[src/rti_pkg.sv]
// Shared types and constants of the ray/triangle intersection block.
package rti_pkg;

	localparam int FRAC_BITS = 16;
	localparam int VW        = 32;
	localparam int EW        = VW + 1;
	localparam int PW        = 2 * EW;
	localparam int XW        = PW + 1;
	localparam int LO_W      = 34;
	localparam int HI_W      = XW - LO_W;
	localparam int SW        = 104;
	localparam int RW        = SW + 32;
	localparam int DIST_W    = 31;
	localparam int NPROD     = 12;
	localparam int QDEPTH    = 4;
	localparam int QAW       = 2;
	localparam int CFG_AW    = 8;

	localparam logic [DIST_W-1:0] DIST_MAX = '1;

	typedef enum logic [CFG_AW-1:0] {
		REG_ORIGIN_X = 8'd0,
		REG_ORIGIN_Y = 8'd1,
		REG_ORIGIN_Z = 8'd2,
		REG_DIR_X    = 8'd3,
		REG_DIR_Y    = 8'd4,
		REG_DIR_Z    = 8'd5
	} cfg_reg_t;

	typedef struct packed {
		logic signed [VW-1:0] va_x, va_y, va_z;
		logic signed [VW-1:0] vb_x, vb_y, vb_z;
		logic signed [VW-1:0] vc_x, vc_y, vc_z;
	} tri_t;

	typedef struct packed {
		logic signed [VW-1:0] ox, oy, oz;
		logic signed [VW-1:0] dx, dy, dz;
	} ray_t;

	typedef struct packed {
		logic signed [EW-1:0] e1x, e1y, e1z;
		logic signed [EW-1:0] e2x, e2y, e2z;
		logic signed [EW-1:0] sx, sy, sz;
	} edges_t;

	typedef struct packed {
		logic           full;
		logic           empty;
		logic [QAW:0]   count;
	} qstat_t;

endpackage

[src/rti_if.sv]
// Handshake channels of the ray/triangle intersection block.
interface rti_tri_if;
	logic valid;
	logic ready;
	logic signed [31:0] va_x, va_y, va_z;
	logic signed [31:0] vb_x, vb_y, vb_z;
	logic signed [31:0] vc_x, vc_y, vc_z;
	modport source(output valid, va_x, va_y, va_z, vb_x, vb_y, vb_z, vc_x, vc_y, vc_z,
		input ready);
	modport sink(input valid, va_x, va_y, va_z, vb_x, vb_y, vb_z, vc_x, vc_y, vc_z,
		output ready);
endinterface


[src/rti_front.sv]
// Front end: takes triangle beats and forms edge and offset vectors.
module rti_front (
	rti_tri_if.sink          triangle,
	input  rti_pkg::ray_t    ray,
	input  rti_pkg::qstat_t  qstat,
	output logic             push,
	output rti_pkg::edges_t  edges
);
	import rti_pkg::*;

	tri_t t;

	always_comb begin
		t.va_x = triangle.va_x;
		t.va_y = triangle.va_y;
		t.va_z = triangle.va_z;
		t.vb_x = triangle.vb_x;
		t.vb_y = triangle.vb_y;
		t.vb_z = triangle.vb_z;
		t.vc_x = triangle.vc_x;
		t.vc_y = triangle.vc_y;
		t.vc_z = triangle.vc_z;
		edges.e1x = EW'(t.va_x) - EW'(t.vb_x);
		edges.e1y = EW'(t.va_y) - EW'(t.vb_y);
		edges.e1z = EW'(t.va_z) - EW'(t.vb_z);
		edges.e2x = EW'(t.va_x) - EW'(t.vc_x);
		edges.e2y = EW'(t.va_y) - EW'(t.vc_y);
		edges.e2z = EW'(t.va_z) - EW'(t.vc_z);
		edges.sx  = EW'(t.va_x) - EW'(ray.ox);
		edges.sy  = EW'(t.va_y) - EW'(ray.oy);
		edges.sz  = EW'(t.va_z) - EW'(ray.oz);
	end

	assign triangle.ready = !qstat.full;
	assign push           = triangle.valid && !qstat.full;

endmodule

[src/flat_wrapper.sv]
// flat-port wrapper written by rule: the top's interface ports become plain ports
module rti_front_flat import rti_pkg::*;
  (ray, qstat, push, edges, triangle_valid, triangle_va_x, triangle_va_y, triangle_va_z, triangle_vb_x, triangle_vb_y, triangle_vb_z, triangle_vc_x, triangle_vc_y, triangle_vc_z, triangle_ready);
  rti_tri_if triangle_i ();
  input  rti_pkg::ray_t ray;
  input  rti_pkg::qstat_t qstat;
  output logic push;
  output rti_pkg::edges_t edges;
  input wire logic [$bits(triangle_i.valid)-1:0] triangle_valid;
  input wire logic [$bits(triangle_i.va_x)-1:0] triangle_va_x;
  input wire logic [$bits(triangle_i.va_y)-1:0] triangle_va_y;
  input wire logic [$bits(triangle_i.va_z)-1:0] triangle_va_z;
  input wire logic [$bits(triangle_i.vb_x)-1:0] triangle_vb_x;
  input wire logic [$bits(triangle_i.vb_y)-1:0] triangle_vb_y;
  input wire logic [$bits(triangle_i.vb_z)-1:0] triangle_vb_z;
  input wire logic [$bits(triangle_i.vc_x)-1:0] triangle_vc_x;
  input wire logic [$bits(triangle_i.vc_y)-1:0] triangle_vc_y;
  input wire logic [$bits(triangle_i.vc_z)-1:0] triangle_vc_z;
  output wire logic [$bits(triangle_i.ready)-1:0] triangle_ready;
  assign triangle_i.valid = triangle_valid;
  assign triangle_i.va_x = triangle_va_x;
  assign triangle_i.va_y = triangle_va_y;
  assign triangle_i.va_z = triangle_va_z;
  assign triangle_i.vb_x = triangle_vb_x;
  assign triangle_i.vb_y = triangle_vb_y;
  assign triangle_i.vb_z = triangle_vb_z;
  assign triangle_i.vc_x = triangle_vc_x;
  assign triangle_i.vc_y = triangle_vc_y;
  assign triangle_i.vc_z = triangle_vc_z;
  assign triangle_ready = triangle_i.ready;
  rti_front u_core (.triangle(triangle_i), .ray(ray), .qstat(qstat), .push(push), .edges(edges));
endmodule
[config.mk]
export PLATFORM = sky130hd
export DESIGN_NAME = rti_front_flat
export DESIGN_NICKNAME = d
export VERILOG_FILES = /design/src/rti_pkg.sv /design/src/rti_if.sv /design/src/rti_front.sv /design/src/flat_wrapper.sv
export SDC_FILE = /design/constraint.sdc
export NUM_CORES = 1
export LEC_CHECK = 0
export BUFFER_PORTS_ARGS = -buffer_cell sky130_fd_sc_hd__buf_4
export CAP_MARGIN = 40
export CORE_AREA = 8 8 299 301
export DETAILED_ROUTE_END_ITERATION = 12
export DIE_AREA = 0 0 307 309
export GPL_TIMING_DRIVEN = 0
export MAX_ROUTING_LAYER = met4
export PLACE_DENSITY = 0.39
export SETUP_SLACK_MARGIN = 0.05
export SYNTH_ARGS = -nofsm -noshare
export SYNTH_HDL_FRONTEND = slang
export SYNTH_SLANG_ARGS = --single-unit
[constraint.sdc]
create_clock -name vclk -period 4.35
set_input_delay 0.435 -clock vclk [all_inputs]
set_output_delay 0.435 -clock vclk [all_outputs]
set_load 0.02 [all_outputs]
==> results of run 1 <==
-- worst paths after layout --
kind,cells after the start,startpoint,end
max,14,triangle_va_z[0],edges[31]
min,3,qstat[4],triangle_ready
-- synthesized netlist by cell type (4+ instances only) --
| cell | instances |
|---|---|
| xor2_1 | 68 |
| nand4_1 | 27 |
| o21a_1 | 32 |
| inv_1 | 377 |
| xnor2_1 | 173 |
| o211ai_1 | 15 |
| a41oi_1 | 5 |
| a221oi_1 | 4 |
| o31ai_1 | 9 |
| and3_1 | 21 |
| ha_1 | 288 |
| nor3_1 | 17 |
| clkbuf_1 | 25 |
| a21boi_0 | 12 |
| o22ai_1 | 4 |
| and4_1 | 10 |
| nand2_1 | 130 |
| a21oi_1 | 235 |
| nor4_1 | 8 |
| o21ai_1 | 11 |
| nand2b_1 | 40 |
| o221ai_1 | 4 |
| o21ai_0 | 122 |
| o31a_1 | 13 |
| a311oi_1 | 6 |
| a211oi_1 | 13 |
| a221o_1 | 11 |
| or3_1 | 8 |
| nor2b_1 | 47 |
| nor2_1 | 143 |
| a31oi_1 | 36 |
| o21bai_1 | 26 |
| or2_2 | 9 |
| fa_1 | 9 |
| nand3_1 | 46 |
| a21o_1 | 122 |
| and2_1 | 19 |
-- power by group through the flow --
stage / Combinational (mW) / Clock, mW / Sequential (mW)
3_3_place_gp: 4.68 / 0 / 0
3_5_place_dp: 4.66 / 0 / 0
4_1_cts: 4.69 / 0 / 0
6_report: 4.63 / 0.000000308 / 0
5_1_grt: 5.00 / 0.000000308 / 0
2_1_floorplan: 2.63 / 0 / 0
-- cells by family (layout without fill, tap and decap cells) --
family	after synthesis	count (layout)	share of synthesized area
compound gates	729	729	0.320
buf+inv	407	1093	0.104
simple gates	533	533	0.177
xor+xnor	241	241	0.143
fa+ha+maj	297	297	0.256
other cells	0	10	0
-- metal layers --
layer	track usage	wire (µm)	vias up
li1	-	-	9121
met1	0.193	35200	8074
met2	0.278	37800	465
met3	0.0390	5430	22
met4	0.00787	544	0
met5	-	0	-
-- layout make-up --
cell class | instances | area [µm²] | area share
Antenna cell | 10 | 25.0 | 0.00117
Buffer | 30 | 124 | 0.00577
Inverter | 377 | 1420 | 0.0659
Multi-Input combinational cell | 1800 | 13300 | 0.621
Tap cell | 1144 | 1430 | 0.0667
Timing Repair Buffer | 686 | 5150 | 0.240
-- per-stage QoR --
stage / power, mW / utilization / hold slack [ns]
6_report: 4.63 / 0.254 / 1.12
5_1_grt: 5.00 / 0.254 / 1.14
4_1_cts: 4.69 / 0.253 / 1.13
3_5_place_dp: 4.66 / 0.252 / 1.13
3_3_place_gp: 4.68 / 0.252 / 1.12
2_1_floorplan: 2.63 / - / 0.947
-- timing repair --
| action | CTS | global route |
|---|---|---|
| setup endpoints to repair | 11 | 25 |
| setup buffers | 0 | 1 |
| resized for setup | 5 | 18 |
| pin swaps | 0 | 1 |
==> results.sh, run 1 <==
export IMPL_status="complete, no violations"
export IMPL_rsz0062_at_grt="false"
export IMPL_p_per_area_mw_per_mm2=216
export IMPL_cell_internal_pwr_mw=1.92
export IMPL_nNetsFinal=3678
export IMPL_fin_cells=4047
export IMPL_ant_nets=0
export IMPL_fmax_mhz=244
export IMPL_rows=107
export IMPL_die_width_um=307
export IMPL_worstPathArrival_ns=3.66
export IMPL_dpl_instance_area_mm2=0.0213
export IMPL_drv_slew=0
export IMPL_period_minus_slack_ns=4.10
export IMPL_place_ws_ns=-0.0595
export IMPL_crit_family="compound AO/OA/AOI/OAI gates"
export IMPL_seqCellArea_um2=0
export IMPL_grt_overflow=0
export IMPL_critical_path_cell_chain="buf_4, inv_1, ha_1, nor2b_1, o21ai_2, a21boi_2, o41ai_4, o221ai_2, a221o_1, a2111oi_2, o41a_1, o21ai_1, xor2_1, buf_4"
export IMPL_leakage_nw=11.5
export IMPL_cp_max_fo=6
export IMPL_synth_area_top_cells="ha_1 (24%), xnor2_1 (10%), inv_1 (9.6%)"
export IMPL_die_area_mm2=0.0949
export IMPL_vias_per_cell=4.37
export IMPL_drive_gt1_frac=0.253
export IMPL_seqPwrFrac=0
export IMPL_cap_violations=0
export IMPL_vias=17700
export IMPL_yosysSeqAreaShare=0
export IMPL_crit_path_max_incr_delay_ns=0.54
export IMPL_core_area_mm2=0.0846
export IMPL_post_drt_wl_per_cell_um=19.5
export IMPL_seq_cells=0
export IMPL_relSlewSlack=0.640
export IMPL_critical_path_class="in2out"
export IMPL_worstPathRequired_ns=3.91
export IMPL_post_route_cell_area_mm2=0.0215
export IMPL_cp_end_kind="primary output"
export IMPL_hpwl_um=72900
export IMPL_fin_crit_sh=0.942
export IMPL_clockBufferCount=0
export IMPL_yosys_warnings=0
export IMPL_initial_core_util=0.174
export IMPL_grt_max_degree=11
export IMPL_grt_pass1_vias=18000
export IMPL_drtIter0Drc=784
export IMPL_antenna_found_initial=10
export IMPL_track_usage=0.159
export IMPL_p_sw_frac=0.586
export IMPL_final_setup_worst_slack_ns=0.251
export IMPL_grt_pass1_wl_um=114000
export IMPL_slowest_stage="a221o_1"
export IMPL_dpl_cell_count=4036
export IMPL_syn_inst=2207
export IMPL_gp_congestion=0.922
export IMPL_synth_top_area_share=0.244
export IMPL_dr_pass1_iters=5
export IMPL_post_route_drc_count=0
export IMPL_portBuffers=685
export IMPL_peakVddDrop_mv=0.132
export IMPL_die_h_um=309
export IMPL_clkPwrFrac=0
export IMPL_setup_viol=0
export IMPL_num_fill_cells=9748
export IMPL_syn_cell_area_mm2=0.0148
export IMPL_cts_hold_buffers=0
export IMPL_crit_path_frequent_cell="buf_4"
export IMPL_power_switching_mw=2.71
export IMPL_hold_viol=0
export IMPL_worst_pin_slew_ns=0.531
export IMPL_syn_area_per_cell_um2=6.69
export IMPL_synth_largest_area_cell="ha_1"
export IMPL_ioPinCount=785
export IMPL_area_growth_pct=45.5
export IMPL_p_comb_frac=1.000
export IMPL_layout_common_cells="buf_4 (686), inv_1 (377), ha_1 (288)"
export IMPL_hp_class="in2out"
export IMPL_routed_wl_um=79000
export IMPL_crit_path_start_kind="primary input"
export IMPL_final_common_cell="buf_4"
export IMPL_crit_buf_inv=3
export IMPL_synth_fp_nets=2990
export IMPL_synth_cell_types=77
export IMPL_setup_tns_ns=0
Note: power is estimated with default switching activity, not from simulation.
==> run 2: changes to the inputs <==
BUFFER_PORTS_ARGS = -buffer_cell sky130_fd_sc_hd__buf_2   (was -buffer_cell sky130_fd_sc_hd__buf_4)
==> run 2 against run 1 <==
  * Worst hold slack better by 0.0051 ns
  * Flip-flop and latch count stayed put
  * Cell area is 7.8% lower
  * Combinational power is 9.9% lower
  * Total power is 9.8% lower
  * Wire length is 2.4% lower
  * Fmax is 1.3% lower
  * Final cell count is 0.40% higher
==> results.sh, run 2 (synthesis gave the netlist of run 1 again) <==
export IMPL_vias=17800
export IMPL_seqPwrFrac=0
export IMPL_setup_viol=0
export IMPL_worst_pin_slew_ns=0.622
export IMPL_portBuffers=685
export IMPL_track_usage=0.155
export IMPL_seqCellArea_um2=0
export IMPL_hp_class="in2out"
export IMPL_hpwl_um=70900
export IMPL_period_minus_slack_ns=4.15
export IMPL_setup_tns_ns=0
export IMPL_antenna_found_initial=27
export IMPL_grt_pass1_vias=18100
export IMPL_cp_startpoint="triangle_va_z[1]"
export IMPL_grt_pass1_wl_um=112000
export IMPL_hp_start="qstat[4]"
export IMPL_leakage_nw=10.9
export IMPL_fin_crit_sh=0.955
export IMPL_final_common_cell="buf_2"
export IMPL_worstPathRequired_ns=3.91
export IMPL_ant_nets=0
export IMPL_cp_end_kind="primary output"
export IMPL_area_growth_pct=34.2
export IMPL_rows=107
export IMPL_cp_endpoint="edges[31]"
export IMPL_cell_internal_pwr_mw=1.50
export IMPL_num_fill_cells=9862
export IMPL_crit_path_start_kind="primary input"
export IMPL_nNetsFinal=3678
export IMPL_dpl_instance_area_mm2=0.0196
export IMPL_post_route_cell_area_mm2=0.0198
export IMPL_die_width_um=307
export IMPL_power_switching_mw=2.68
export IMPL_vias_per_cell=4.39
export IMPL_post_drt_wl_per_cell_um=19.0
export IMPL_p_per_area_mw_per_mm2=211
export IMPL_status="complete, no violations"
export IMPL_drive_gt1_frac=0.253
export IMPL_dr_pass1_iters=5
export IMPL_seq_cells=0
export IMPL_p_sw_frac=0.641
export IMPL_die_h_um=309
export IMPL_drtIter0Drc=872
export IMPL_layout_common_cells="buf_2 (687), inv_1 (377), ha_1 (288)"
export IMPL_critical_path_class="in2out"
export IMPL_cts_hold_buffers=0
export IMPL_die_area_mm2=0.0949
export IMPL_fmax_mhz=241
export IMPL_clkPwrFrac=0
export IMPL_post_route_drc_count=0
export IMPL_hold_viol=0
export IMPL_initial_core_util=0.174
export IMPL_peakVddDrop_mv=0.123
export IMPL_ioPinCount=785
export IMPL_relSlewSlack=0.583
export IMPL_p_comb_frac=1.000
export IMPL_cp_max_fo=6
export IMPL_grt_overflow=0
export IMPL_rsz0062_at_grt="false"
export IMPL_gp_congestion=0.921
export IMPL_cap_violations=0
export IMPL_core_area_mm2=0.0846
export IMPL_drv_slew=0
export IMPL_routed_wl_um=77100
export IMPL_worstPathArrival_ns=3.72
export IMPL_grt_max_degree=11
export IMPL_clockBufferCount=0
export IMPL_power_mw=4.17
-- run 2: cell count changes in the layout (fill, tap and decap cells not counted), moves of 2 or more --
| cell | before | now |
|---|---|---|
| a31oi_1 | 32 | 30 |
| a31oi_2 | 4 | 6 |
| buf_2 | 2 | 687 |
| buf_4 | 686 | 1 |
| diode_2 | 10 | 26 |
-- run 2: what timing repair did --
item,4_1_cts,5_1_grt
pin swaps,0,1
gates resized for setup,5,19
setup buffers,0,1
setup endpoints to repair,11,29
-- run 2: critical path, cell delays in order --
cell	delay [ns]
buf_2	0.14
ha_1	0.28
nor2b_1	0.14
o21ai_2	0.16
a21boi_2	0.12
o41ai_4	0.34
o221ai_2	0.22
a221o_1	0.54
a2111oi_2	0.49
o41a_1	0.27
o21ai_1	0.09
xor2_1	0.26
buf_2	0.23
-- run 2: worst min-delay path by stage --
stage / endpoint / depth (start not counted)
2_1_floorplan: triangle_ready / 1
3_3_place_gp: triangle_ready / 3
3_5_place_dp: triangle_ready / 3
4_1_cts: triangle_ready / 3
5_1_grt: triangle_ready / 3
6_report: triangle_ready / 3
-- run 2: routing by layer --
metal	share of wire	global-route usage	vias up	routed length (µm)
met5	0	-	-	0
met4	0.019	0.0336	0	1470
met3	0.057	0.0295	64	4400
met2	0.46	0.258	501	35800
met1	0.46	0.194	8121	35400
li1	-	-	9146	-
-- run 2: final cells by class --
class / instances / area (µm²) / share of cell area
plain buffers: 30 / 124 / 0.00625
well taps: 1144 / 1430 / 0.0723
multi-input cells: 1800 / 13300 / 0.673
repair buffers: 686 / 3440 / 0.173
diodes: 26 / 65.1 / 0.00329
inverters: 377 / 1420 / 0.0715
-- run 2: power by group through the flow --
stage | sequential (mW) | combinational (mW) | clock, mW
2_1_floorplan | 0 | 2.63 | 0
3_3_place_gp | 0 | 4.21 | 0
3_5_place_dp | 0 | 4.18 | 0
4_1_cts | 0 | 4.21 | 0
5_1_grt | 0 | 4.54 | 0.000000801
6_report | 0 | 4.17 | 0.000000802
-- run 2: through the flow --
step	utilization	hold slack, ns	setup WS, ns	cells
detailed placement	0.232	1.13	-0.101	4036
CTS	0.232	1.13	0.0517	4036
global route	0.234	1.15	0.0443	4063
global placement	0.232	1.13	-0.0659	4036
finish	0.234	1.13	0.197	4063
floorplan	-	0.947	0.765	2207
==> run 3: changes to the inputs <==
CORE_AREA = 8 8 300 302   (was 8 8 299 301)
DIE_AREA = 0 0 308 310   (was 0 0 307 309)
==> run 3 against run 2 <==
  * Via count fell by 0.36%
  * Global-route usage is essentially flat
  * Flip-flop and latch count is the same
  * Final cell count up 0.20%
  * Die area grew 0.65%
  * Worst setup slack better by 0.037 ns
  * Non-clock buffer count is 1 lower
  * Sequential share of layout area did not move
  * Total power up 0.14%
  * Clock-buffer cell count is the same
  * Utilization fell by 0.27 points
  * Combinational power about the same
  * Critical endpoint is now edges[32]
  * Largest power group unchanged
==> results.sh, run 3 (synthesis gave the netlist of run 1 again) <==
export IMPL_drv_slew=0
export IMPL_grt_max_degree=11
export IMPL_routed_wl_um=77000
export IMPL_gp_congestion=0.921
export IMPL_num_fill_cells=10100
export IMPL_antenna_found_initial=26
export IMPL_final_common_cell="buf_2"
export IMPL_leakage_nw=10.9
export IMPL_vias_per_cell=4.36
export IMPL_p_comb_frac=1.000
export IMPL_ant_nets=0
export IMPL_hold_viol=0
export IMPL_ioPinCount=785
export IMPL_cp_max_fo=5
export IMPL_clkPwrFrac=0
export IMPL_die_area_mm2=0.0955
export IMPL_drtIter0Drc=890
export IMPL_vias=17800
export IMPL_fin_crit_sh=0.946
export IMPL_grt_pass1_wl_um=112000
export IMPL_track_usage=0.155
export IMPL_period_minus_slack_ns=4.12
export IMPL_relSlewSlack=0.627
export IMPL_worst_pin_slew_ns=0.557
export IMPL_rsz0062_at_grt="false"
export IMPL_drive_gt1_frac=0.254
export IMPL_worstPathArrival_ns=3.68
export IMPL_worstPathRequired_ns=3.91
export IMPL_fin_util=0.231
export IMPL_nNetsFinal=3677
export IMPL_fmax_mhz=243
export IMPL_hp_start="qstat[4]"
export IMPL_hpwl_um=71100
export IMPL_peakVddDrop_mv=0.125
export IMPL_hp_class="in2out"
export IMPL_die_h_um=310
export IMPL_cp_startpoint="triangle_va_z[0]"
export IMPL_critical_path_class="in2out"
export IMPL_dr_pass1_iters=6
export IMPL_layout_common_cells="buf_2 (687), inv_1 (377), ha_1 (288)"
export IMPL_dpl_instance_area_mm2=0.0196
export IMPL_grt_pass1_vias=18200
export IMPL_post_drt_wl_per_cell_um=18.9
export IMPL_setup_viol=0
export IMPL_p_sw_frac=0.641
export IMPL_cp_end_kind="primary output"
export IMPL_place_ws_ns=-0.0970
export IMPL_clockBufferCount=0
export IMPL_cell_internal_pwr_mw=1.50
export IMPL_area_growth_pct=34.3
export IMPL_seqPwrFrac=0
export IMPL_seq_cells=0
export IMPL_cap_violations=0
export IMPL_post_route_drc_count=0
export IMPL_grt_overflow=0
export IMPL_post_route_cell_area_mm2=0.0198
export IMPL_portBuffers=685
export IMPL_initial_core_util=0.172
export IMPL_power_switching_mw=2.68
export IMPL_seqCellArea_um2=0
export IMPL_p_per_area_mw_per_mm2=211
export IMPL_rows=108
export IMPL_cts_setup_buffers=0
export IMPL_status="complete, no violations"
export IMPL_cts_hold_buffers=0
export IMPL_crit_path_start_kind="primary input"
export IMPL_die_width_um=308
export IMPL_final_setup_worst_slack_ns=0.234
export IMPL_hold_ws_ns=1.13
export IMPL_core_area_mm2=0.0857
run 3: what timing repair did:
item,CTS,global route
setup endpoints to repair,11,24
gates resized for setup,6,19
gates cloned,0,0
pin swaps,0,1
hold endpoints to repair,0,0
run 3: cell type report:
cell class / instances / area, µm² / area share
multi-input combinational: 1800 / 13400 / 0.674
timing repair buffer: 685 / 3430 / 0.173
tap: 1155 / 1450 / 0.0729
inverter: 377 / 1420 / 0.0714
buffer: 30 / 124 / 0.00625
antenna: 24 / 60.1 / 0.00303
run 3: worst paths after layout:
path / end / slack [ns] / cells after the start
hold / removal: triangle_ready / 1.13 / 3
setup / recovery: edges[32] / 0.23 / 15
run 3: power groups by stage:
stage / sequential (mW) / clock [mW] / combinational (mW)
after floorplan: 0 / 0 / 2.63
after global placement: 0 / 0 / 4.21
after detailed placement: 0 / 0 / 4.19
after CTS: 0 / 0 / 4.22
after global routing: 0 / 0.000000740 / 4.55
final: 0 / 0.000000741 / 4.18
run 3: per-layer routing:
layer / vias to the layer above / global-route usage / wire length, µm
li1: 9142 / - / -
met1: 8031 / 0.195 / 35200
met2: 531 / 0.253 / 35200
met3: 64 / 0.0316 / 4780
met4: 0 / 0.0383 / 1830
met5: - / - / 0
run 3: through the flow:
stage	TNS, ns	std cells	total power, mW
after floorplan	0	2207	2.63
after global placement	-0.393	4047	4.21
after detailed placement	-0.262	4047	4.19
after CTS	0	4047	4.22
after global routing	0	4071	4.55
final	0	4071	4.18
run 3: critical path, cell delays in order:
cell and delay [ns]:
buf_2 0.07, inv_1 0.09, ha_1 0.25, fa_1 0.41
nand2b_1 0.20, a21oi_2 0.23, nor2_1 0.14, o41ai_4 0.39
a21oi_1 0.22, o211ai_1 0.32, a21oi_1 0.15, nor2_1 0.20
nand4_1 0.14, a41o_1 0.26, buf_2 0.17
