<file path="src/rti_pkg.sv">
// Shared types and constants of the ray/triangle intersection block.
package rti_pkg;

	localparam int FRAC_BITS = 16;
	localparam int VW        = 32;
	localparam int EW        = VW + 1;
	localparam int PW        = 2 * EW;
	localparam int XW        = PW + 1;
	localparam int LO_W      = 34;
	localparam int HI_W      = XW - LO_W;
	localparam int SW        = 104;
	localparam int RW        = SW + 32;
	localparam int DIST_W    = 31;
	localparam int NPROD     = 12;
	localparam int QDEPTH    = 4;
	localparam int QAW       = 2;
	localparam int CFG_AW    = 8;

	localparam logic [DIST_W-1:0] DIST_MAX = '1;

	typedef enum logic [CFG_AW-1:0] {
		REG_ORIGIN_X = 8'd0,
		REG_ORIGIN_Y = 8'd1,
		REG_ORIGIN_Z = 8'd2,
		REG_DIR_X    = 8'd3,
		REG_DIR_Y    = 8'd4,
		REG_DIR_Z    = 8'd5
	} cfg_reg_t;

	typedef struct packed {
		logic signed [VW-1:0] va_x, va_y, va_z;
		logic signed [VW-1:0] vb_x, vb_y, vb_z;
		logic signed [VW-1:0] vc_x, vc_y, vc_z;
	} tri_t;

	typedef struct packed {
		logic signed [VW-1:0] ox, oy, oz;
		logic signed [VW-1:0] dx, dy, dz;
	} ray_t;

	typedef struct packed {
		logic signed [EW-1:0] e1x, e1y, e1z;
		logic signed [EW-1:0] e2x, e2y, e2z;
		logic signed [EW-1:0] sx, sy, sz;
	} edges_t;

	typedef struct packed {
		logic           full;
		logic           empty;
		logic [QAW:0]   count;
	} qstat_t;

endpackage

</file>
<file path="src/rti_queue.sv">
// Short queue between front and back ends.
module rti_queue (
	input  logic             clk,
	input  logic             arst_n,
	input  logic             push,
	input  rti_pkg::edges_t  wdata,
	input  logic             pop,
	output rti_pkg::edges_t  rdata,
	output rti_pkg::qstat_t  qstat
);
	import rti_pkg::*;

	edges_t         mem_q [QDEPTH];
	logic [QAW-1:0] wptr_q, rptr_q;
	logic [QAW:0]   count_q;

	always_ff @(posedge clk) begin
		if (push) mem_q[wptr_q] <= wdata;
	end

	always_ff @(posedge clk or negedge arst_n) begin
		if (!arst_n) begin
			wptr_q  <= '0;
			rptr_q  <= '0;
			count_q <= '0;
		end else begin
			if (push) wptr_q <= wptr_q + 1'b1;
			if (pop) rptr_q <= rptr_q + 1'b1;
			if (push && !pop) count_q <= count_q + 1'b1;
			else if (pop && !push) count_q <= count_q - 1'b1;
		end
	end

	assign rdata       = mem_q[rptr_q];
	assign qstat.count = count_q;
	assign qstat.full  = count_q == (QAW+1)'(QDEPTH);
	assign qstat.empty = count_q == '0;

endmodule

</file>
<file path="config.mk">
export PLATFORM = sky130hd
export DESIGN_NAME = rti_queue
export DESIGN_NICKNAME = d
export VERILOG_FILES = /design/src/rti_pkg.sv /design/src/rti_queue.sv
export SDC_FILE = /design/constraint.sdc
export NUM_CORES = 1
export LEC_CHECK = 0
export CORE_MARGIN = 2
export CORE_UTILIZATION = 70
export CTS_BUF_LIST = sky130_fd_sc_hd__clkbuf_4 sky130_fd_sc_hd__clkbuf_8
export CTS_CLUSTER_SIZE = 12
export DETAILED_ROUTE_END_ITERATION = 16
export DONT_BUFFER_PORTS = 1
export HOLD_SLACK_MARGIN = 0.1
export PLACE_DENSITY = 0.95
export SYNTH_ARGS = -nofsm -noshare
export SYNTH_HDL_FRONTEND = slang
export SYNTH_SLANG_ARGS = --single-unit
</file>
<file path="constraint.sdc">
create_clock -name clk -period 15.6 [get_ports clk]
set_input_delay 0.78 -clock clk [delete_from_list [all_inputs] [get_ports clk]]
set_output_delay 0.78 -clock clk [all_outputs]
set_load 0.01 [all_outputs]
</file>
==> results of run 1 <==
==> power groups by stage <==
stage | Combinational (mW) | Clock [mW] | Sequential, mW
finish | 2.48 | 2.55 | 4.54
floorplan | 1.80 | 0 | 4.54
CTS | 2.40 | 2.47 | 4.50
global route | 2.54 | 2.67 | 4.57
detailed placement | 2.28 | 0 | 4.55
global placement | 2.15 | 0 | 4.46
==> layout make-up <==
type                       count  area [sq um]  area share (%)
clock buffer                 228          2813           5.579
antenna                       22         55.05          0.1092
clock inverter                83         599.3           1.189
multi-input combinational    320          6899           13.68
tap                          790         988.4           1.960
sequential                  1195         35860           71.12
inverter                       4         15.01         0.02978
timing repair buffer         322          3193           6.333
==> synthesized netlist by cell type <==
library cell / count / area [sq um]
mux4_2: 297 / 6689
buf_4: 2 / 15.01
xnor2_1: 2 / 17.52
clkbuf_1: 8 / 30.03
nor3_1: 1 / 5.000
xor2_1: 4 / 35.03
mux2_2: 1 / 11.26
nand2_1: 2 / 7.510
and2_1: 4 / 25.02
buf_6: 13 / 146.4
edfxtp_1: 1188 / 35670
buf_2: 42 / 210.2
ha_1: 5 / 62.56
buf_1: 1 / 3.750
nor2_1: 1 / 3.750
fa_1: 1 / 20.02
o21ai_0: 1 / 5.000
dfrtp_1: 7 / 175.2
inv_1: 4 / 15.01
nor3b_1: 1 / 7.510
==> layout by cell type, fill, tap and decap left out, types with 3 or more instances in the layout <==
cell	synthesis	final
buf_4	2	20
dfrtp_1	7	5
and2_4	0	4
clkinv_1	0	42
diode_2	0	22
clkbuf_8	0	176
ha_1	5	5
xor2_1	4	4
clkinv_2	0	21
dlygate4sd3_1	0	300
inv_1	4	4
inv_6	0	7
bufinv_16	0	6
edfxtp_1	1188	1188
clkbuf_4	0	52
mux4_2	297	297
clkinv_8	0	3
==> state kept, by name, indices dropped and copies added (netlist names) <==
register,cells
mem_q,1188
rptr_q,2
count_q,3
wptr_q,2
==> kinds of logic after synthesis <==
family | synth area share [%]
DFF | 83.06
AOI/OAI and AO/OA | 0.01159
adders and majority gates | 0.1913
and+or+nand+nor | 0.1130
buffers and inverters | 0.9741
muxes | 15.52
xor gates and xnor gates | 0.1218
==> layer usage <==
layer | up-vias | wire [microns] | track usage [%] | part of all wire (%)
met2 | 1963 | 63260 | 65.26 | 53
met5 | - | 35 | 0 | 0.029
li1 | 7839 | - | - | -
met1 | 10830 | 34730 | 44.08 | 29
met4 | 6 | 8287 | 22.94 | 6.9
met3 | 426 | 13750 | 11.40 | 11
==> worst paths after layout <==
| check | from | to | slack [ps] | depth (start not counted) |
|---|---|---|---|---|
| worst max register to register | wptr_q[0] | mem_q[3][249] | 11720 | 4 |
| worst min register to register | wptr_q[0] | wptr_q[0] | 650 | 1 |
| worst min-delay path | arst_n | count_q[1] | 300 | 1 |
| max in group asynchronous | arst_n | rptr_q[0] | 14940 | 1 |
| min in group clk | push | count_q[0] | 330 | 2 |
| worst max-delay path | rptr_q[1] | rdata[139] | 10090 | 3 |
==> worst max-delay path, delay by kind of cell (launching register included) <==
kind,cells,cell delay [ps]
DFF,1,1170
muxes,1,550
buffers and inverters,2,1990
==> timing repair <==
| item | CTS | global route |
|---|---|---|
| endpoints found under the hold margin | 1199 | 0 |
| hold buffers | 300 | 0 |
| endpoints found under the setup margin | 0 | 0 |
==> metrics.csv, run 1 <==
stage,metric,value,unit
yosys,post-synthesis register bit count,1195,
run_status,status,finished clean,
power_and_ir_drop,Clock Power Share,26.6,%
clocking,post_cts resized,0,
worst_setup_path,worst-path fanout max,83,
floorplanning,Core Rows,91,
yosys,Synth Instances,1585,
clocking,Root Buffer,clkbuf_8,
placement,HPWL after DPL,66530,microns
timing,setup_tns,0,ps
global_route,initial antenna violation count,17,
clocking,CTS Sinks,1195,
power_and_ir_drop,maximum VDD drop,0.1910,mV
clocking,CTS tree,built,
timing,worst-margin pin slew,1292,ps
drt,WL/cell,40.51,microns
worst_setup_path,CP max stage delay,1170,ps
clocking,clk_lat worst skew,880,ps
floorplanning,Initial Util,70.33,%
yosys,mean post-synth cell area,27.23,sq um
timing,Worst Skew,43.81,ps
placement,placed cells,2331,
yosys,Mapped Area,43160,sq um
power_and_ir_drop,total power,9.567,mW
drt,Routed WL,120100,microns
placement,routability congestion estimate,0.9570,
drt,vias per std cell,7.105,
floorplanning,die height,252.3,microns
worst_setup_path,Worst setup EP type,output port,
placement,PortBufs,0,
power_and_ir_drop,Comb power frac,25.9,%
timing,setup ws final,10090,ps
power_and_ir_drop,Net Sw Frac,32.77,%
timing,endpoints failing setup,0,
power_and_ir_drop,internal power,6.432,mW
global_route,Congestion Overflow GR,0,
global_route,first-pass GRT wire length,166500,microns
timing,Final period util,35.29,%
clocking,Worst-path clk slew,80,ps
power_and_ir_drop,switching pwr,3.135,mW
power_and_ir_drop,leak pwr,16.18,nW
drt,first drt pass iteration count,5,
power_and_ir_drop,PwrDens,189.7,nW/um^2
drt,Post-route DRC,0,
timing,Slew headroom,13.84,%
floorplanning,Die Footprint,63660,sq um
timing,final hold slack,300.4,ps
floorplanning,Chip Width,252.3,microns
timing,Final Hold Fails,0,
placement,pre-CTS setup slack,11170,ps
cells_and_area,post-route cell area,50420,sq um
floorplanning,Top Ports,603,
global_route,vias in the first global route,21940,
drt,DR vias,21060,
cells_and_area,share of cells above drive strength 1,27.65,%
global_route,largest net degree at the start of global routing,102,
hold_path,Hold Path Class,in2async,
worst_setup_path,worst path cell trace,"buf_4, buf_4, mux4_2",
power_and_ir_drop,Flop pwr share,47.5,%
cells_and_area,synth-to-layout area growth,16.82,%
yosys,synth unique cells,20,
worst_setup_path,WP data arrival,4730,ps
run,MaxCap Viol Count,0,
timing,RSZ-0062 raised after global routing,no,
cells_and_area,Final nets,2324,
clocking,Num CTS Buffers,174,
timing,FMAX,181.6,MHz
drt,1st-iter DRT viols,3073,
yosys,Syn Nets,1892,
yosys,synth warn,0,
yosys,sequential share of the synthesized area,83.06,%
clocking,CTS HTree Levels,4,
cells_and_area,Finished Layout Cells,2964,
placement,placed inst area,43950,sq um
worst_setup_path,CP max stage cell,dfrtp_4,
drt,"antenna viol nets, final",0,
worst_setup_path,CP required,14820,ps
worst_setup_path,Worst Setup Path Type,reg2out,
floorplanning,Core Area,61370,sq um
worst_setup_path,startpoint types,flop,
worst_setup_path,cell mode on critical path,buf_4,
clocking,Longest Clk Path Bufs,3,
cells_and_area,filler cell count,2243,
clocking,Post-CTS Setup Bufs,0,
cells_and_area,Layout Utilization,82.16,%
timing,Tmin final,5505,ps
timing,"Slew Viols, Final",0,
global_route,all-layer global routing usage,38.59,%
(Power assumes the default switching activity.)
==> run 2: changes to the inputs <==
- CORE_UTILIZATION: 70 -> 59
- PLACE_DENSITY: 0.95 -> 0.87
- clock period: 15.6 -> 4.95 ns (I/O delays scaled with it)
==> run 2 against run 1 <==
  * Flip-flop and latch count is the same
  * Combinational power rose to 3.2 times the previous value
  * Global-route usage is 9.6 points lower
  * Critical path type unchanged
  * Setup slack worse by 8500 ps
  * Largest power group unchanged
  * Die area increased by 18%
  * Power rose to 3.1 times the previous value
  * Wire length down 9.9%
  * Non-clock buffer count rose by 110
  * Worst hold slack worse by 150 ps
  * Highest routed layer unchanged
  * Clock skew decreased by 14 ps
  * First-iteration DRC count is 28% lower
  * Register-to-register slack got worse by 9300 ps
==> metrics.csv, run 2 (same netlist as run 1, synthesis figures left out) <==
stage,metric,value,unit,change
timing,RSZ-0062 raised after global routing,no,,
floorplanning,Top Ports,603,,unchanged
clocking,Worst-path clk slew,70,ps,about the same
cells_and_area,"commonest non-fill, non-tap cells in the layout","1188 x edfxtp_1, 393 x dlygate4sd3_1, 297 x mux4_2",,
timing,endpoints failing setup,0,,unchanged
global_route,largest net degree at the start of global routing,111,,+8.8%
cells_and_area,Largest regs,"mem_q: 1188 flops, count_q: 3 flops",,
cells_and_area,share of cells above drive strength 1,26.93,%,-0.71 points
cells_and_area,Layout Utilization,71.23,%,-11 points
worst_setup_path,startpoint types,flop,,
floorplanning,Initial Util,59.36,%,-11 points
power_and_ir_drop,leak pwr,16.68,nW,+3.1%
clocking,Num CTS Buffers,174,,unchanged
run_status,status,finished clean,,
clocking,CTS HTree Levels,4,,unchanged
drt,DR vias,20400,,-3.1%
cells_and_area,Final nets,2434,,+4.7%
worst_setup_path,FF-to-FF Start,wptr_q[0],,
clocking,Longest Clk Path Bufs,3,,unchanged
worst_setup_path,FF-to-FF setup slack,2450,ps,-9270 ps
hold_path,Hold Path Class,in2reg,,
floorplanning,die height,274.5,microns,+8.8%
worst_setup_path,WP data arrival,3120,ps,-1610 ps
worst_setup_path,Worst setup EP type,output port,,
timing,FMAX,297.3,MHz,
clocking,CTS Sinks,1195,,unchanged
power_and_ir_drop,PwrDens,576.1,nW/um^2,+200%
cells_and_area,"most common cell after layout, fill and taps aside",edfxtp_1,,
global_route,initial antenna violation count,13,,-4
clocking,clk_lat worst skew,800,ps,-80 ps
timing,Slew headroom,28.98,%,+15 points
cells_and_area,synth-to-layout area growth,19.99,%,
timing,Tmin final,3363,ps,
global_route,vias in the first global route,22070,,+0.62%
placement,routability congestion estimate,0.8367,,-13%
timing,setup_tns,0,ps,unchanged
worst_setup_path,crit path from,rptr_q[0],,
clocking,Root Buffer,clkbuf_8,,
worst_setup_path,Critical Path End,rdata[185],,
drt,Post-route DRC,0,,unchanged
drt,vias per std cell,6.316,,-11%
timing,Worst Skew,29.97,ps,-13.84 ps
worst_setup_path,CP required,4700,ps,-10120 ps
floorplanning,Die Footprint,75330,sq um,+18%
worst_setup_path,R2R depth,3,,-1
cells_and_area,max reg flops,1188,,unchanged
worst_setup_path,worst-path fanout max,39,,-53%
clocking,post_cts resized,0,,unchanged
timing,Final Hold Fails,0,,unchanged
drt,1st-iter DRT viols,2215,,-28%
placement,HPWL after DPL,59100,microns,-11%
drt,first drt pass iteration count,5,,unchanged
drt,WL/cell,33.51,microns,-17%
drt,"antenna viol nets, final",0,,unchanged
timing,worst-margin pin slew,1065,ps,-227.2 ps
placement,PortBufs,0,,unchanged
cells_and_area,largest reg by FF count,mem_q,,
run,MaxCap Viol Count,0,,unchanged
timing,final hold slack,151.9,ps,-148.5 ps
floorplanning,Core Rows,99,,+8.8%
timing,Final period util,67.95,%,
worst_setup_path,Worst Setup Path Type,reg2out,,
global_route,all-layer global routing usage,29.00,%,-9.6 points
clocking,CTS tree,built,,
drt,Routed WL,108200,microns,-9.9%
timing,"Slew Viols, Final",0,,unchanged
power_and_ir_drop,maximum VDD drop,0.4166,mV,+120%
worst_setup_path,R2R Path End,mem_q[3][32],,
global_route,Congestion Overflow GR,0,,unchanged
floorplanning,Chip Width,274.5,microns,+8.8%
floorplanning,Core Area,72710,sq um,+18%
global_route,first-pass GRT wire length,153500,microns,-7.8%
[run 2: routing by layer]
layer,up-vias,track usage (%),share of wire [%]
met5,-,0,0.026
met4,6,14.70,5.5
met3,321,8.311,9.3
met2,1413,50.93,54
met1,10610,32.30,31
li1,8051,-,-
[run 2: stage by stage]
| step | cells | cell area [sq um] | worst slack [ps] | power (mW) |
|---|---|---|---|---|
| after floorplan | 1585 | 43160 | 256.0 | 19.64 |
| after global placement | 2517 | 44440 | 2453 | 21.10 |
| after detailed placement | 2517 | 44440 | 2370 | 21.53 |
| after CTS | 3220 | 51760 | 1471 | 29.44 |
| after global routing | 3229 | 51790 | 1373 | 30.71 |
| final | 3230 | 51790 | 1587 | 29.83 |
[run 2: critical path: stages, from the launching register on]
cell and delay, ps:
dfrtp_4 1000, buf_4 600, mux4_2 650
[run 2: layout make-up]
| type | count | area, sq um |
|---|---|---|
| Antenna cell | 10 | 25.02 |
| Sequential cell | 1195 | 35860 |
| Inverter | 4 | 15.01 |
| Tap cell | 959 | 1200 |
| Clock buffer | 227 | 2805 |
| Clock inverter | 83 | 585.6 |
| Timing Repair Buffer | 432 | 4402 |
| Multi-Input combinational cell | 320 | 6899 |
| Fill cell | 3662 | 20920 |
[run 2: worst min-delay path by stage]
stage	start	endpoint	slack (ps)	cells after the start
2_1_floorplan	arst_n	count_q[0]	-50	0
3_3_place_gp	arst_n	count_q[2]	-50	0
3_5_place_dp	arst_n	count_q[1]	-50	0
4_1_cts	wdata[5]	mem_q[1][5]	100	1
5_1_grt	wdata[197]	mem_q[0][197]	110	1
6_report	wdata[86]	mem_q[3][86]	150	1
[run 2: power breakdown]
group | switching, mW | internal [mW]
Clock | 3.88 | 3.96
Sequential | 0.823 | 13.2
Combinational | 4.84 | 3.09
[run 2: what timing repair did]
item                                     CTS  global route
setup buffers                              0             0
hold buffers                             393             0
endpoints found under the setup margin     0             0
endpoints found under the hold margin   1321             0
==> run 3: changes to the inputs <==
- CORE_UTILIZATION: 59 -> 66
- PLACE_DENSITY: 0.87 -> 0.91
- clock period: 4.95 -> 3.19 ns (I/O delays scaled with it)
==> run 3 against run 2 <==
  * The flow now stops in clock tree synthesis (4_1_cts)
  * Synthesized area is the same
  * Synthesized cell count is the same
==> metrics.csv, run 3 <==
stage,metric,value,unit,change
run_status,status,did not finish,,
run_status,Fail Step,clock tree synthesis (4_1_cts),,
run_status,Run Error,[ERROR RSZ-0060] Max buffer count reached.,,
yosys,Synth Flop Type,edfxtp_1,,
yosys,top post-synthesis cells by area,"edfxtp_1 83%, mux4_2 15%, buf_2 0.49%",,
placement,HPWL after DPL,66160,microns,+12%
yosys,most frequent cell after synthesis,edfxtp_1,,
floorplanning,die height,259.7,microns,-5.4%
yosys,synth warn,0,,unchanged
yosys,Post-synth EDFFs,1188,,unchanged
yosys,post-synthesis register bit count,1195,,unchanged
clocking,Post-CTS Setup Bufs,0,,unchanged
floorplanning,Core Rows,93,,-6.1%
floorplanning,Initial Util,66.83,%,+7.5 points
floorplanning,Chip Width,259.7,microns,-5.4%
yosys,mean post-synth cell area,27.23,sq um,unchanged
yosys,Yosys top cell area share,82.66,%,unchanged
clocking,Longest Clk Path Bufs,3,,unchanged
yosys,Synth Instances,1585,,unchanged
yosys,post-synthesis mux area share,15.52,%,unchanged
clocking,CTS HTree Levels,4,,unchanged
clocking,count of hold-fix buffers inserted at cts,549,,+40%
yosys,largest area contributor in the netlist,edfxtp_1,,
placement,PortBufs,0,,unchanged
clocking,Num CTS Buffers,173,,-0.57%
yosys,Synth Area in Adders,0.1913,%,unchanged
placement,pre-CTS setup slack,1048,ps,-1322 ps
yosys,Syn Nets,1892,,unchanged
yosys,synth unique cells,20,,unchanged
yosys,Async SR Flop Fraction,0.5858,%,unchanged
yosys,Post-Synth XOR/XNOR Area,0.1218,%,unchanged
yosys,Mapped Area,43160,sq um,unchanged
yosys,simple-gate area share of the yosys netlist,0.1131,%,unchanged
yosys,sequential share of the synthesized area,83.06,%,unchanged
placement,placed inst area,44590,sq um,+0.34%
clocking,post_cts resized,0,,unchanged
yosys,synth cell count leaders,"1188 x edfxtp_1, 297 x mux4_2, 42 x buf_2",,
placement,routability congestion estimate,0.8476,,+1.3%
yosys,Synth Area in Compound Gates,0.01160,%,unchanged
yosys,largest family of logic cells by synthesized area,multiplexers,,
clocking,CTS Sinks,1195,,unchanged
floorplanning,Top Ports,603,,unchanged
clocking,Root Buffer,clkbuf_8,,
-- run 3: cell counts after synthesis --
No cell type changed its count.
-- run 3: stage by stage --
| stage | hold WS, ps | std cells |
|---|---|---|
| after detailed placement | -135.6 | 2427 |
| after global placement | -135.7 | 2427 |
| after floorplan | -136.1 | 1585 |
-- run 3: kinds of logic after synthesis --
family	after synthesis
buf+inv	70
compound gates	1
xor+xnor	6
fa+ha+maj	6
flops	1195
mux	298
simple gates	9
==> run 4: changes to the inputs <==
- CORE_UTILIZATION: 66 -> 40
- CTS_BUF_LIST: sky130_fd_sc_hd__clkbuf_4 sky130_fd_sc_hd__clkbuf_8 -> unset
- CTS_CLUSTER_SIZE: 12 -> unset
- HOLD_SLACK_MARGIN: 0.1 -> unset
- PLACE_DENSITY: 0.91 -> unset
- PLACE_DENSITY_LB_ADDON: unset -> 0.15
==> run 4 against run 3 <==
  * The run now ends clean
==> metrics.csv, run 4 (same netlist as run 1, synthesis figures left out) <==
stage,metric,value,unit,change
run_status,status,finished clean,,
worst_setup_path,WP data arrival,2620,ps,
clocking,Num CTS Buffers,121,,-30%
floorplanning,Initial Util,40.32,%,-27 points
drt,Post-route DRC,0,,
placement,PortBufs,0,,unchanged
floorplanning,Chip Width,332.5,microns,+28%
worst_setup_path,CP required,3030,ps,
placement,HPWL after DPL,57080,microns,-14%
power_and_ir_drop,Net Sw Frac,29.39,%,
hold_path,Hold Path Class,in2reg,,
timing,final hold slack,145.0,ps,
floorplanning,Top Ports,603,,unchanged
drt,vias per std cell,5.199,,
drt,1st-iter DRT viols,1018,,
power_and_ir_drop,internal power,33.89,mW,
floorplanning,die height,332.5,microns,+28%
clocking,Root Buffer,clkbuf_16,,
global_route,initial antenna violation count,18,,
cells_and_area,"most common cell after layout, fill and taps aside",edfxtp_1,,
cells_and_area,synth-to-layout area growth,21.52,%,
clocking,CTS tree,built,,
timing,Slew headroom,55.84,%,
timing,RSZ-0062 raised after global routing,no,,
power_and_ir_drop,PwrDens,915.2,nW/um^2,
global_route,vias in the first global route,19580,,
placement,placed inst area,45360,sq um,+1.7%
clocking,CTS HTree Levels,3,,-1
timing,"Slew Viols, Final",0,,
timing,setup_tns,0,ps,
power_and_ir_drop,switching pwr,14.10,mW,
drt,Routed WL,92000,microns,
floorplanning,Die Footprint,110500,sq um,
clocking,post_cts resized,0,,unchanged
worst_setup_path,startpoint types,flop,,
clocking,Post-CTS Setup Bufs,0,,unchanged
drt,"antenna viol nets, final",0,,
clocking,CTS Sinks,1195,,unchanged
timing,Final Hold Fails,0,,
worst_setup_path,Worst Setup Path Type,reg2out,,
timing,worst-margin pin slew,662.5,ps,
clocking,count of hold-fix buffers inserted at cts,301,,-45%
clocking,Longest Clk Path Bufs,3,,unchanged
placement,routability congestion estimate,0.7341,,-13%
drt,DR vias,18290,,
worst_setup_path,Worst setup EP type,output port,,
timing,endpoints failing setup,0,,
run,MaxCap Viol Count,0,,
timing,Final period util,87.14,%,
power_and_ir_drop,Clock Power Share,29.6,%,
clocking,clk_lat worst skew,720,ps,
cells_and_area,post-route cell area,52450,sq um,
worst_setup_path,worst-path fanout max,34,,
drt,first drt pass iteration count,5,,
timing,Worst Skew,20.21,ps,
drt,WL/cell,26.15,microns,
cells_and_area,Final nets,2311,,
timing,FMAX,359.7,MHz,
timing,Tmin final,2780,ps,
cells_and_area,Largest regs,"mem_q: 1188 flops, count_q: 3 flops",,
cells_and_area,filler cell count,8509,,
global_route,all-layer global routing usage,16.62,%,
floorplanning,Core Rows,120,,+29%
clocking,Worst-path clk slew,60,ps,
floorplanning,Core Area,107100,sq um,
cells_and_area,largest reg by FF count,mem_q,,
cells_and_area,"commonest non-fill, non-tap cells in the layout","1188 x edfxtp_1, 301 x dlygate4sd3_1, 297 x mux4_2",,
power_and_ir_drop,maximum VDD drop,0.5769,mV,
power_and_ir_drop,leak pwr,16.65,nW,
cells_and_area,share of cells above drive strength 1,25.62,%,
global_route,largest net degree at the start of global routing,96,,
power_and_ir_drop,Flop pwr share,44.2,%,
global_route,first-pass GRT wire length,135000,microns,
global_route,Congestion Overflow GR,0,,
power_and_ir_drop,Comb power frac,26.2,%,
cells_and_area,max reg flops,1188,,
[run 4: cell type report]
class / count / area [sq um] / share of cell area (%)
Clock inverter: 82 / 943.4 / 1.799
Timing Repair Buffer: 362 / 3846 / 7.334
Sequential cell: 1195 / 35860 / 68.37
Inverter: 4 / 15.01 / 0.02863
Clock buffer: 141 / 3103 / 5.916
Multi-Input combinational cell: 320 / 6899 / 13.15
Antenna cell: 11 / 27.53 / 0.05248
Tap cell: 1403 / 1755 / 3.347
[run 4: power groups by stage]
stage                     sequential (mW)  clock, mW  combinational (mW)
final                                21.2       14.2                12.6
after global routing                 21.5       15.2                13.4
after CTS                            21.3       14.6                13.1
after detailed placement             21.6          0                12.6
after global placement               21.5          0                12.6
after floorplan                      21.4          0                8.83
[run 4: path summary, 6_finish.rpt]
kind | end | startpoint | cells after the start | slack, ps
worst max-delay path | rdata[244] | rptr_q[0] | 3 | 410
worst min-delay path | mem_q[2][291] | wdata[291] | 1 | 140
worst max register to register | mem_q[2][288] | wptr_q[0] | 4 | 1100
worst min register to register | wptr_q[0] | wptr_q[0] | 1 | 530
max in group asynchronous | rptr_q[1] | arst_n | 2 | 2500
min in group asynchronous | wptr_q[1] | arst_n | 2 | 380
[run 4: per-layer routing]
metal	share of wire (%)	global-route usage, %	up-vias
li1	-	-	7799
met1	37	19.81	9785
met2	52	28.26	556
met3	8.4	5.842	136
met4	2.3	5.280	14
met5	0.083	0	-
[run 4: stage by stage]
step	util, %	std cells	power (mW)	worst slack, ps
global route	48.99	3518	50.12	186.2
CTS	48.97	3507	48.96	244.5
finish	48.99	3518	48.00	410.2
global placement	42.37	2983	34.03	1036
floorplan	-	1585	30.23	60.17
detailed placement	42.37	2983	34.17	1015
[run 4: worst max-delay path: stages (launching register included)]
cell,delay (ps)
dfrtp_4,680
buf_12,260
buf_12,300
mux4_2,620
